`src/rtl/kst_pkg.sv`:
```
// shared types and constants of the key state tracker
`timescale 1ns / 1ps
`default_nettype none
package kst_pkg;

	localparam int KEY_W = 6;
	localparam int KNUM_W = 7;
	localparam int CNT_W = 8;
	localparam int PEND_W = 4;
	localparam int CFG_IDX_W = 2;
	localparam int CFG_DATA_W = 64;

	localparam logic [PEND_W-1:0] PEND_MAX = 4'hF;

	typedef enum logic [1:0] {
		ACT_PRESS   = 2'd0,
		ACT_RELEASE = 2'd1,
		ACT_TICK    = 2'd2,
		ACT_NOP     = 2'd3
	} kst_action_t;

	typedef enum logic [1:0] {
		EV_NONE    = 2'd0,
		EV_TAP     = 2'd1,
		EV_REPEAT  = 2'd2,
		EV_RELEASE = 2'd3
	} kst_event_t;

	typedef enum logic [CFG_IDX_W-1:0] {
		REG_RPT_DLY       = 2'd0,
		REG_KEY_COUNT     = 2'd1,
		REG_FIRST_NONTEXT = 2'd2,
		REG_IDLE_MASK     = 2'd3
	} kst_reg_t;

	typedef struct packed {
		logic             tap;
		logic             held;
		logic             rel;
		logic [CNT_W-1:0] cnt;
	} kst_flags_t;

	typedef struct packed {
		logic             ins;
		logic             rem;
		logic [KEY_W-1:0] key;
	} kst_set_cmd_t;

endpackage
`default_nettype wire

```
`src/rtl/kst_flag_ram.sv`:
```
// per-key flag memory with registered read and per-entry valid bits
`timescale 1ns / 1ps
`default_nettype none
module kst_flag_ram import kst_pkg::*; #(
	parameter int DEPTH = 64,
	parameter int AW = 6
) (
	input  wire logic        clk,
	input  wire logic        arst_n,
	input  wire logic        we,
	input  wire logic [AW-1:0] wr_addr,
	input  wire kst_flags_t  wr_data,
	input  wire logic [AW-1:0] rd_addr,
	output kst_flags_t       rd_data
);

	kst_flags_t mem [DEPTH];
	logic [DEPTH-1:0] vld_q;
	kst_flags_t rd_q;
	logic rd_vld_q;

	always_ff @(posedge clk) begin
		if (we) begin
			mem[wr_addr] <= wr_data;
		end
		rd_q <= mem[rd_addr];
	end

	always_ff @(posedge clk or negedge arst_n) begin
		if (!arst_n) begin
			vld_q <= '0;
			rd_vld_q <= 1'b0;
		end else begin
			if (we) begin
				vld_q[wr_addr] <= 1'b1;
			end
			rd_vld_q <= vld_q[rd_addr];
		end
	end

	// entries never written read as all zero
	assign rd_data = rd_vld_q ? rd_q : '0;

endmodule
`default_nettype wire

```
`src/rtl/kst_key_set.sv`:
```
// ordered set of pressed keys with insert, remove and indexed read
`timescale 1ns / 1ps
`default_nettype none
module kst_key_set import kst_pkg::*; #(
	parameter int SET_DEPTH = 8,
	parameter int CW = 4
) (
	input  wire logic             clk,
	input  wire logic             arst_n,
	input  wire kst_set_cmd_t     cmd,
	input  wire logic [CW-1:0]    rd_idx,
	output logic [KEY_W-1:0]      rd_key,
	output logic [CW-1:0]         count
);

	localparam int IW = $clog2(SET_DEPTH);

	logic [KEY_W-1:0] set_q [SET_DEPTH];
	logic [KEY_W-1:0] upper [SET_DEPTH];
	logic [CW-1:0] count_q;
	logic [SET_DEPTH-1:0] hit;
	logic [SET_DEPTH-1:0] shift;
	logic seen;
	logic do_ins;
	logic do_rem;

	always_comb begin
		seen = 1'b0;
		for (int i = 0; i < SET_DEPTH; i++) begin
			hit[i] = (CW'(i) < count_q) && (set_q[i] == cmd.key);
			seen = seen | hit[i];
			shift[i] = seen;
		end
		for (int i = 0; i < SET_DEPTH - 1; i++) begin
			upper[i] = set_q[i+1];
		end
		upper[SET_DEPTH-1] = '0;
	end

	assign do_ins = cmd.ins && !seen && (count_q < CW'(SET_DEPTH));
	assign do_rem = cmd.rem && seen;

	always_ff @(posedge clk or negedge arst_n) begin
		if (!arst_n) begin
			count_q <= '0;
			for (int i = 0; i < SET_DEPTH; i++) begin
				set_q[i] <= '0;
			end
		end else if (do_ins) begin
			set_q[count_q[IW-1:0]] <= cmd.key;
			count_q <= count_q + 1'b1;
		end else if (do_rem) begin
			// close the gap left by the removed key
			for (int i = 0; i < SET_DEPTH; i++) begin
				if (shift[i] && (CW'(i + 1) < count_q)) begin
					set_q[i] <= upper[i];
				end else if (shift[i] && (CW'(i + 1) == count_q)) begin
					set_q[i] <= '0;
				end
			end
			count_q <= count_q - 1'b1;
		end
	end

	assign rd_key = (rd_idx < CW'(SET_DEPTH)) ? set_q[rd_idx[IW-1:0]] : '0;
	assign count = count_q;

endmodule
`default_nettype wire

```
`src/rtl/kst_flag_alu.sv`:
```
// shared flag update unit for press, release and frame tick steps
`timescale 1ns / 1ps
`default_nettype none
module kst_flag_alu import kst_pkg::*; (
	input  wire kst_action_t        action,
	input  wire kst_flags_t         f_in,
	input  wire logic [KEY_W-1:0]   key,
	input  wire logic [CNT_W-1:0]   rpt_dly,
	input  wire logic [KNUM_W-1:0]  first_non_text_key,
	input  wire logic               rep_in,
	input  wire logic               idle_bit,
	output kst_flags_t              f_out,
	output kst_event_t              kind,
	output logic                    rep_out,
	output logic                    inc
);

	logic non_text;
	logic rep;

	assign non_text = {1'b0, key} >= first_non_text_key;
	assign rep = rep_in | (f_in.cnt == rpt_dly);

	always_comb begin
		f_out = f_in;
		kind = EV_NONE;
		rep_out = rep_in;
		inc = 1'b0;
		unique case (action)
			ACT_PRESS: begin
				f_out.tap = !f_in.held || non_text;
				kind = f_out.tap ? EV_TAP : EV_NONE;
			end
			ACT_RELEASE: begin
				f_out.tap = 1'b0;
				f_out.held = 1'b0;
				f_out.rel = 1'b1;
				f_out.cnt = '0;
				kind = EV_RELEASE;
			end
			ACT_TICK: begin
				rep_out = rep;
				inc = (f_in.tap || f_in.held || f_in.rel) && !idle_bit;
				kind = (f_in.held && rep) ? EV_REPEAT : EV_NONE;
				f_out.cnt = (f_in.cnt < rpt_dly) ? f_in.cnt + 1'b1 : f_in.cnt;
				f_out.rel = 1'b0;
				f_out.tap = f_in.held ? 1'b0 : f_in.tap;
				f_out.held = f_out.tap | f_in.held;
				if (non_text && rep) begin
					f_out.tap = 1'b1;
					f_out.cnt = '0;
				end
			end
			ACT_NOP: begin
				f_out = f_in;
			end
			default: begin
				f_out = f_in;
			end
		endcase
	end

endmodule
`default_nettype wire

```
`src/rtl/key_state_autorepeat_tracker_core.sv`:
```
// key state and autorepeat tracker, top level
// input channel (in_valid/in_ready) carries one action: press, release or frame tick,
// with a 1-based key number. output channel (out_valid/out_ready) carries result items,
// each with an event kind, the key, its flags, the pending event count and a last flag.
// config channel (cfg_valid/cfg_ready, always ready) writes one register per transfer:
// repeat delay, key count, first non-text key, idle hold mask.
// a press or release goes through the flag update state and then the single-result state
// to the output register; an ignored key or an empty tick skips the flag update state.
// a tick over N pressed keys walks the set through the shared flag unit, one flag memory
// access per cycle, then sends N results at one per cycle while the receiver takes them.
// one item is in flight at a time; in_ready is high only while the sequencer is idle.
// results sit in an output register, so a new item is taken while the last result of
// the previous one still waits; a stalled receiver holds further results in place.
// reset clears all key flags, the pressed set and the pending count, and loads the
// register defaults; the block accepts items in the first cycle after reset.
`timescale 1ns / 1ps
`default_nettype none
module key_state_autorepeat_tracker_core import kst_pkg::*; #(
	parameter int MAX_KEYS = 64,
	parameter int SET_DEPTH = 8
) (
	input  wire logic                  clk,
	input  wire logic                  arst_n,
	input  wire logic                  in_valid,
	output logic                       in_ready,
	input  wire logic [1:0]            action,
	input  wire logic [KNUM_W-1:0]     key,
	output logic                       out_valid,
	input  wire logic                  out_ready,
	output logic [1:0]                 event_kind,
	output logic [KEY_W-1:0]           event_key,
	output logic                       key_tap,
	output logic                       key_held,
	output logic                       key_released,
	output logic [PEND_W-1:0]          pending_events,
	output logic                       last,
	input  wire logic                  cfg_valid,
	output logic                       cfg_ready,
	input  wire logic [CFG_IDX_W-1:0]  cfg_index,
	input  wire logic [CFG_DATA_W-1:0] cfg_data
);

	localparam int AW = (MAX_KEYS > 1) ? $clog2(MAX_KEYS) : 1;
	localparam int CW = $clog2(SET_DEPTH + 1);
	localparam int IW = $clog2(SET_DEPTH);

	typedef enum logic [4:0] {
		S_IDLE  = 5'b00001,
		S_PR    = 5'b00010,
		S_TWALK = 5'b00100,
		S_EMIT  = 5'b01000,
		S_ONE   = 5'b10000
	} state_t;

	state_t state_q;

	logic [CNT_W-1:0] rpt_dly_q;
	logic [KNUM_W-1:0] key_count_q;
	logic [KNUM_W-1:0] first_nt_q;
	logic [CFG_DATA_W-1:0] idle_mask_q;

	kst_action_t act_q;
	logic [KEY_W-1:0] cur_key_q;
	logic [CW-1:0] j_q;
	logic [CW-1:0] e_q;
	logic [CW-1:0] n_q;
	logic rep_q;
	logic [PEND_W-1:0] tot_q;
	logic [PEND_W-1:0] evt_total_q;

	kst_event_t one_kind_q;
	logic [KEY_W-1:0] one_key_q;
	logic [2:0] one_flags_q;

	kst_event_t buf_kind_q [SET_DEPTH];
	logic [KEY_W-1:0] buf_key_q [SET_DEPTH];
	logic [2:0] buf_flags_q [SET_DEPTH];

	logic out_valid_q;
	kst_event_t out_kind_q;
	logic [KEY_W-1:0] out_key_q;
	logic [2:0] out_flags_q;
	logic [PEND_W-1:0] out_pend_q;
	logic out_last_q;

	logic accept;
	logic out_free;
	logic out_load;
	logic [KNUM_W-1:0] limit;
	logic [KNUM_W-1:0] key_m1;
	logic ignore;
	logic [KEY_W-1:0] rd_key_sel;
	logic [CW-1:0] set_rd_idx;
	logic [KEY_W-1:0] set_rd_key;
	logic [CW-1:0] set_count;
	kst_set_cmd_t set_cmd;
	kst_flags_t ram_rd;
	logic ram_we;

	kst_flags_t alu_f;
	kst_event_t alu_kind;
	logic alu_rep;
	logic alu_inc;
	logic [PEND_W-1:0] tot_n;
	logic walk_done;
	logic emit_last;

	assign in_ready = (state_q == S_IDLE);
	assign accept = in_valid && in_ready;
	assign cfg_ready = 1'b1;
	assign out_free = !out_valid_q || out_ready;
	assign out_load = out_free && ((state_q == S_EMIT) || (state_q == S_ONE));

	assign limit = (key_count_q < KNUM_W'(MAX_KEYS)) ? key_count_q : KNUM_W'(MAX_KEYS);
	assign key_m1 = key - 1'b1;
	assign ignore = (kst_action_t'(action) == ACT_NOP) || (key == '0) || (key > limit);

	// read index into the pressed set: head on tick start, next key while walking
	assign set_rd_idx = (state_q == S_TWALK) ? j_q + 1'b1 : '0;
	assign rd_key_sel = (state_q == S_IDLE && kst_action_t'(action) != ACT_TICK) ?
		key_m1[KEY_W-1:0] : set_rd_key;

	assign ram_we = (state_q == S_PR) || (state_q == S_TWALK);
	assign set_cmd.ins = (state_q == S_PR) && (act_q == ACT_PRESS);
	assign set_cmd.rem = (state_q == S_PR) && (act_q == ACT_RELEASE);
	assign set_cmd.key = cur_key_q;

	assign tot_n = (alu_inc && tot_q != PEND_MAX) ? tot_q + 1'b1 : tot_q;
	assign walk_done = (j_q + 1'b1) == n_q;
	assign emit_last = (e_q + 1'b1) == n_q;

	kst_flag_ram #(
		.DEPTH (MAX_KEYS),
		.AW    (AW)
	) u_ram (
		.clk     (clk),
		.arst_n  (arst_n),
		.we      (ram_we),
		.wr_addr (cur_key_q[AW-1:0]),
		.wr_data (alu_f),
		.rd_addr (rd_key_sel[AW-1:0]),
		.rd_data (ram_rd)
	);

	kst_key_set #(
		.SET_DEPTH (SET_DEPTH),
		.CW        (CW)
	) u_set (
		.clk    (clk),
		.arst_n (arst_n),
		.cmd    (set_cmd),
		.rd_idx (set_rd_idx),
		.rd_key (set_rd_key),
		.count  (set_count)
	);

	kst_flag_alu u_alu (
		.action             (act_q),
		.f_in               (ram_rd),
		.key                (cur_key_q),
		.rpt_dly            (rpt_dly_q),
		.first_non_text_key (first_nt_q),
		.rep_in             (rep_q),
		.idle_bit           (idle_mask_q[cur_key_q]),
		.f_out              (alu_f),
		.kind               (alu_kind),
		.rep_out            (alu_rep),
		.inc                (alu_inc)
	);

	always_ff @(posedge clk or negedge arst_n) begin
		if (!arst_n) begin
			rpt_dly_q <= 8'd4;
			key_count_q <= 7'd64;
			first_nt_q <= 7'd64;
			idle_mask_q <= '0;
		end else if (cfg_valid) begin
			unique case (kst_reg_t'(cfg_index))
				REG_RPT_DLY:       rpt_dly_q <= cfg_data[CNT_W-1:0];
				REG_KEY_COUNT:     key_count_q <= cfg_data[KNUM_W-1:0];
				REG_FIRST_NONTEXT: first_nt_q <= cfg_data[KNUM_W-1:0];
				REG_IDLE_MASK:     idle_mask_q <= cfg_data;
				default: begin
				end
			endcase
		end
	end

	always_ff @(posedge clk or negedge arst_n) begin
		if (!arst_n) begin
			out_valid_q <= 1'b0;
		end else if (out_load) begin
			out_valid_q <= 1'b1;
		end else if (out_ready) begin
			out_valid_q <= 1'b0;
		end
	end

	always_ff @(posedge clk or negedge arst_n) begin
		if (!arst_n) begin
			state_q <= S_IDLE;
			act_q <= ACT_NOP;
			cur_key_q <= '0;
			j_q <= '0;
			e_q <= '0;
			n_q <= '0;
			rep_q <= 1'b0;
			tot_q <= '0;
			evt_total_q <= '0;
			one_kind_q <= EV_NONE;
			one_key_q <= '0;
			one_flags_q <= '0;
		end else begin
			unique case (state_q)
				S_IDLE: begin
					if (accept) begin
						act_q <= kst_action_t'(action);
						if (kst_action_t'(action) == ACT_TICK) begin
							if (set_count == '0) begin
								evt_total_q <= '0;
								one_kind_q <= EV_NONE;
								one_key_q <= '0;
								one_flags_q <= '0;
								state_q <= S_ONE;
							end else begin
								cur_key_q <= set_rd_key;
								j_q <= '0;
								n_q <= set_count;
								rep_q <= 1'b0;
								tot_q <= '0;
								state_q <= S_TWALK;
							end
						end else if (ignore) begin
							one_kind_q <= EV_NONE;
							one_key_q <= '0;
							one_flags_q <= '0;
							state_q <= S_ONE;
						end else begin
							cur_key_q <= key_m1[KEY_W-1:0];
							state_q <= S_PR;
						end
					end
				end
				S_PR: begin
					one_kind_q <= alu_kind;
					one_key_q <= cur_key_q;
					one_flags_q <= {alu_f.tap, alu_f.held, alu_f.rel};
					state_q <= S_ONE;
				end
				S_TWALK: begin
					rep_q <= alu_rep;
					tot_q <= tot_n;
					cur_key_q <= set_rd_key;
					j_q <= j_q + 1'b1;
					if (walk_done) begin
						evt_total_q <= tot_n;
						e_q <= '0;
						state_q <= S_EMIT;
					end
				end
				S_EMIT: begin
					if (out_free) begin
						e_q <= e_q + 1'b1;
						if (emit_last) begin
							state_q <= S_IDLE;
						end
					end
				end
				S_ONE: begin
					if (out_free) begin
						state_q <= S_IDLE;
					end
				end
				default: begin
					state_q <= S_IDLE;
				end
			endcase
		end
	end

	// per-key results of a tick, sent once the pending count is final
	always_ff @(posedge clk) begin
		if (state_q == S_TWALK) begin
			buf_kind_q[j_q[IW-1:0]] <= alu_kind;
			buf_key_q[j_q[IW-1:0]] <= cur_key_q;
			buf_flags_q[j_q[IW-1:0]] <= {alu_f.tap, alu_f.held, alu_f.rel};
		end
	end

	always_ff @(posedge clk) begin
		if (state_q == S_EMIT && out_free) begin
			out_kind_q <= buf_kind_q[e_q[IW-1:0]];
			out_key_q <= buf_key_q[e_q[IW-1:0]];
			out_flags_q <= buf_flags_q[e_q[IW-1:0]];
			out_pend_q <= evt_total_q;
			out_last_q <= emit_last;
		end else if (state_q == S_ONE && out_free) begin
			out_kind_q <= one_kind_q;
			out_key_q <= one_key_q;
			out_flags_q <= one_flags_q;
			out_pend_q <= evt_total_q;
			out_last_q <= 1'b1;
		end
	end

	assign out_valid = out_valid_q;
	assign event_kind = out_kind_q;
	assign event_key = out_key_q;
	assign key_tap = out_flags_q[2];
	assign key_held = out_flags_q[1];
	assign key_released = out_flags_q[0];
	assign pending_events = out_pend_q;
	assign last = out_last_q;

endmodule
`default_nettype wire

```
`config.mk`:
```
export PLATFORM = sky130hd
export DESIGN_NAME = key_state_autorepeat_tracker_core
export DESIGN_NICKNAME = d
export VERILOG_FILES = /design/src/rtl/kst_pkg.sv /design/src/rtl/kst_flag_ram.sv /design/src/rtl/kst_key_set.sv /design/src/rtl/kst_flag_alu.sv /design/src/rtl/key_state_autorepeat_tracker_core.sv
export SDC_FILE = /design/constraint.sdc
export NUM_CORES = 2
export LEC_CHECK = 0
export BUFFER_PORTS_ARGS = -buffer_cell sky130_fd_sc_hd__buf_4
export CORE_MARGIN = 1.5
export CORE_UTILIZATION = 35
export DETAILED_ROUTE_END_ITERATION = 16
export PLACE_DENSITY = 0.49
export SYNTH_ARGS = -nofsm -noshare
export SYNTH_HDL_FRONTEND = slang
export SYNTH_HIERARCHICAL = 1
export SYNTH_SLANG_ARGS = --single-unit
```
`constraint.sdc`:
```
create_clock -name clk -period 7.9 [get_ports clk]
set_clock_uncertainty 0.05 [all_clocks]
set_input_delay 0.79 -clock clk [delete_from_list [all_inputs] [get_ports clk]]
set_output_delay 0.79 -clock clk [all_outputs]
set_load 0.03 [all_outputs]
```
==> flow_metrics.py <==
metrics = {
    "status": {
        "status": "completed",
    },
    "timing": {
        "rsz0062_at_grt": "false",
        "timing.setup.tns_ns": 0,
        "period_minus_slack_ns": 5.72,
        "fmax_mhz": 175,
        "maxSlewViolCount": 0,
        "worstMarginPinSlew_ns": 1.33,
        "setup_violations": 0,
        "relSlewSlack_pct": 11.5,
        "finalHoldViolations": 0,
        "finalCritPeriodShare_pct": 72.4,
    },
    "setup_path": {
        "required_ns": 8.47,
        "critPathKind": "register to register",
        "slowest_stage": "and2_1",
        "ff2ff_path_depth": 15,
        "cp_cell_sequence": "nor2_1, and3_1, and2_1, mux4_2, mux2i_1, nor2_1, nand2_1, o21ai_4, buf_12, buf_4, mux4_2, a22oi_1, a41oi_1, o21ai_1, nand2_1",
        "end_kind": "register",
        "path_max_fanout": 37,
        "r2r-start": "state_q[1]",
        "r2r_slack_ns": 2.18,
        "rr_endpoint": "u_ram/rd_vld_q",
        "max_stage_delay_ns": 0.61,
        "critical_path_arrival_ns": 6.29,
        "worstSetupStartpointType": "register",
        "path_delay_family": "simple AND/OR/NAND/NOR gates",
        "crit_buf_inv": 2,
    },
    "pwr": {
        "power.density_nw_per_um2": 353,
        "p_leak_uw": 0.0183,
        "finalPower_uw": 18300,
        "peakVddDrop_mv": 0.228,
    },
    "yosys": {
        "yosys.area_share.adder_pct": 1.03,
        "synth-main-ff-cell": "edfxtp_1",
        "synthMostInstantiatedCell": "edfxtp_1",
        "synthCells": 2569,
        "synth_top_family_by_area": "multiplexers",
        "synthesis.nets": 2686,
        "synth_cell_types": 98,
        "yosys.area.top_type_share_pct": 53.8,
        "synth-seq-area-share_pct": 68.1,
        "synth_area_per_cell_um2": 17.6,
        "syn_area_um2": 45100,
        "synthSimpleGateAreaFrac_pct": 5.39,
        "yosysWarningCount": 6,
        "synth_compound_area_share_pct": 5.22,
        "ys_top_cells_by_count": "edfxtp_1, dfrtp_1, mux4_2",
        "muxShareOfSynthArea_pct": 16.5,
        "synth_edf_count": 808,
        "yosys.area.top_type": "edfxtp_1",
        "synth_xor_area_share_pct": 1.49,
        "synthTopCellsByArea": "edfxtp_1, dfrtp_1, mux4_2",
        "ys_seq_elements": 1068,
        "ys_async_sr_fraction_pct": 23.3,
    },
    "layout": {
        "nNetsFinal": 2869,
        "final_area_um2": 51900,
        "drive_gt1_share_pct": 31.2,
        "instances_no_fill": 4516,
        "syn_to_final_growth_pct": 15.1,
    },
    "placement": {
        "hpwl_mm": 74.5,
        "globalplace.congestion": 0.808,
        "dpl.cell_count": 4297,
        "place.port_buffers": 97,
        "placed_cell_area_um2": 48200,
    },
    "clock_network": {
        "cts_tree": "done",
        "cts-resized-gates": 0,
        "cts.sinks": 1068,
        "cts_buffers": 115,
        "clockBufferDepth": 3,
        "post-cts-setup-buffer-count": 0,
        "cts_max_level": 3,
        "holdBufCountCts": 0,
        "clock_latency_ns": 0.73,
        "clkTransAtPathRegs_ns": 0.06,
        "cts_root_buffer": "clkbuf_16",
    },
    "route": {
        "drt_wl_total_mm": 119,
        "postRouteAntennaNets": 0,
        "wl_per_cell_um": 26.5,
        "viasPerCell": 5.42,
        "first_pass_iters": 5,
        "drc": 0,
        "num_vias": 24500,
        "drt_iter0_markers": 2256,
    },
    "grt": {
        "antenna_found_initial": 1,
        "grt_pass1_vias": 25700,
        "grt_max_degree": 165,
        "grt_overflow": 0,
        "grt_usage_pct": 18.2,
        "grt_pass1_wl_mm": 177,
    },
    "min_path": {
        "hold_class": "primary input to asynchronous set/reset pin",
    },
    "floorplan": {
        "io_pins": 99,
        "chipWidth_um": 362,
        "initial_core_util_pct": 35.3,
        "core_um2": 128000,
        "die_y_um": 362,
        "rows": 131,
        "dieArea_um2": 131000,
    },
    "flow_run": {
        "drv_cap": 0,
    },
}
-- power by group --
| group | internal [uW] | switching, uW | leakage, uW |
|---|---|---|---|
| Sequential | 6930 | 332 | 0.0108 |
| Clock | 3100 | 2250 | 0.00185 |
| Combinational | 2180 | 3520 | 0.00565 |
-- cell families (layout without fill, tap and decap cells) --
group | after synthesis | count (layout)
fa+ha+maj | 37 | 37
flops | 1068 | 1068
buf+inv | 187 | 470
xor+xnor | 71 | 71
compound gates | 327 | 327
other cells | 1 | 3
mux | 418 | 418
simple gates | 460 | 460
-- worst max-delay path by stage --
stage / startpoint / end / slack, ns / cells past startpoint
floorplan: u_ram/rd_vld_q / buf_flags_q[0][2] / 2.39 / 8
CTS: state_q[1] / u_ram/rd_q[3] / 2.12 / 15
detailed placement: state_q[1] / u_ram/rd_vld_q / 2.13 / 15
finish: state_q[1] / u_ram/rd_vld_q / 2.18 / 15
global placement: state_q[1] / u_ram/rd_q[1] / 2.00 / 12
global route: state_q[1] / u_ram/rd_vld_q / 1.84 / 15
-- sequential cells by signal (all words and copies together) (netlist names), 6 cells and up --
signal,flops
buf_flags_q,24
buf_key_q,48
buf_kind_q,16
cur_key_q,6
event_key,6
first_nt_q,7
idle_mask_q,64
key_count_q,7
one_key_q,6
rpt_dly_q,8
u_ram/mem,704
u_ram/rd_q,11
u_ram/vld_q,64
u_set/set_q,48
-- cell type report --
cell class	count	area [um^2]
clock inverter	66	646
sequential	1068	30700
clock buffer	151	3110
timing repair buffer	199	1560
antenna	2	5.00
tap	1662	2080
inverter	54	203
fill	11400	75700
multi-input combinational	1314	13600
-- layer usage --
metal	up-vias	GRT usage (%)	wire length, um
met4	0	3.97	2040
met3	141	2.97	5510
met5	-	0	0
met1	13100	25.4	53400
met2	624	30.0	58600
li1	10600	-	-
-- cells in the final DEF (no fill, tap or decap), types with 20 or more instances in the layout --
| cell type | netlist | routed |
|---|---|---|
| a21oi_1 | 41 | 36 |
| mux2i_1 | 56 | 56 |
| inv_1 | 53 | 53 |
| xnor2_1 | 28 | 28 |
| nor2_1 | 113 | 101 |
| clkbuf_1 | 44 | 27 |
| clkbuf_16 | 0 | 116 |
| nand3_1 | 33 | 32 |
| o22ai_1 | 32 | 32 |
| o21ai_0 | 63 | 57 |
| nand2_1 | 103 | 103 |
| mux4_2 | 243 | 243 |
| xor2_1 | 38 | 38 |
| edfxtp_1 | 808 | 808 |
| buf_4 | 25 | 193 |
| or2_2 | 68 | 68 |
| clkinv_2 | 0 | 25 |
| dfrtp_1 | 243 | 239 |
| ha_1 | 37 | 37 |
| clkinv_1 | 1 | 20 |
| mux2_2 | 113 | 113 |
-- through the flow --
| stage | hold slack [ns] | utilization, % | setup WS (ns) |
|---|---|---|---|
| 2_1_floorplan | 0.369 | - | 2.39 |
| 3_3_place_gp | 0.392 | 37.7 | 2.00 |
| 3_5_place_dp | 0.397 | 37.7 | 2.13 |
| 4_1_cts | 0.0520 | 40.7 | 2.12 |
| 5_1_grt | 0.0652 | 40.7 | 1.84 |
| 6_report | 0.0395 | 40.7 | 2.18 |
(Power assumes the default switching activity.)
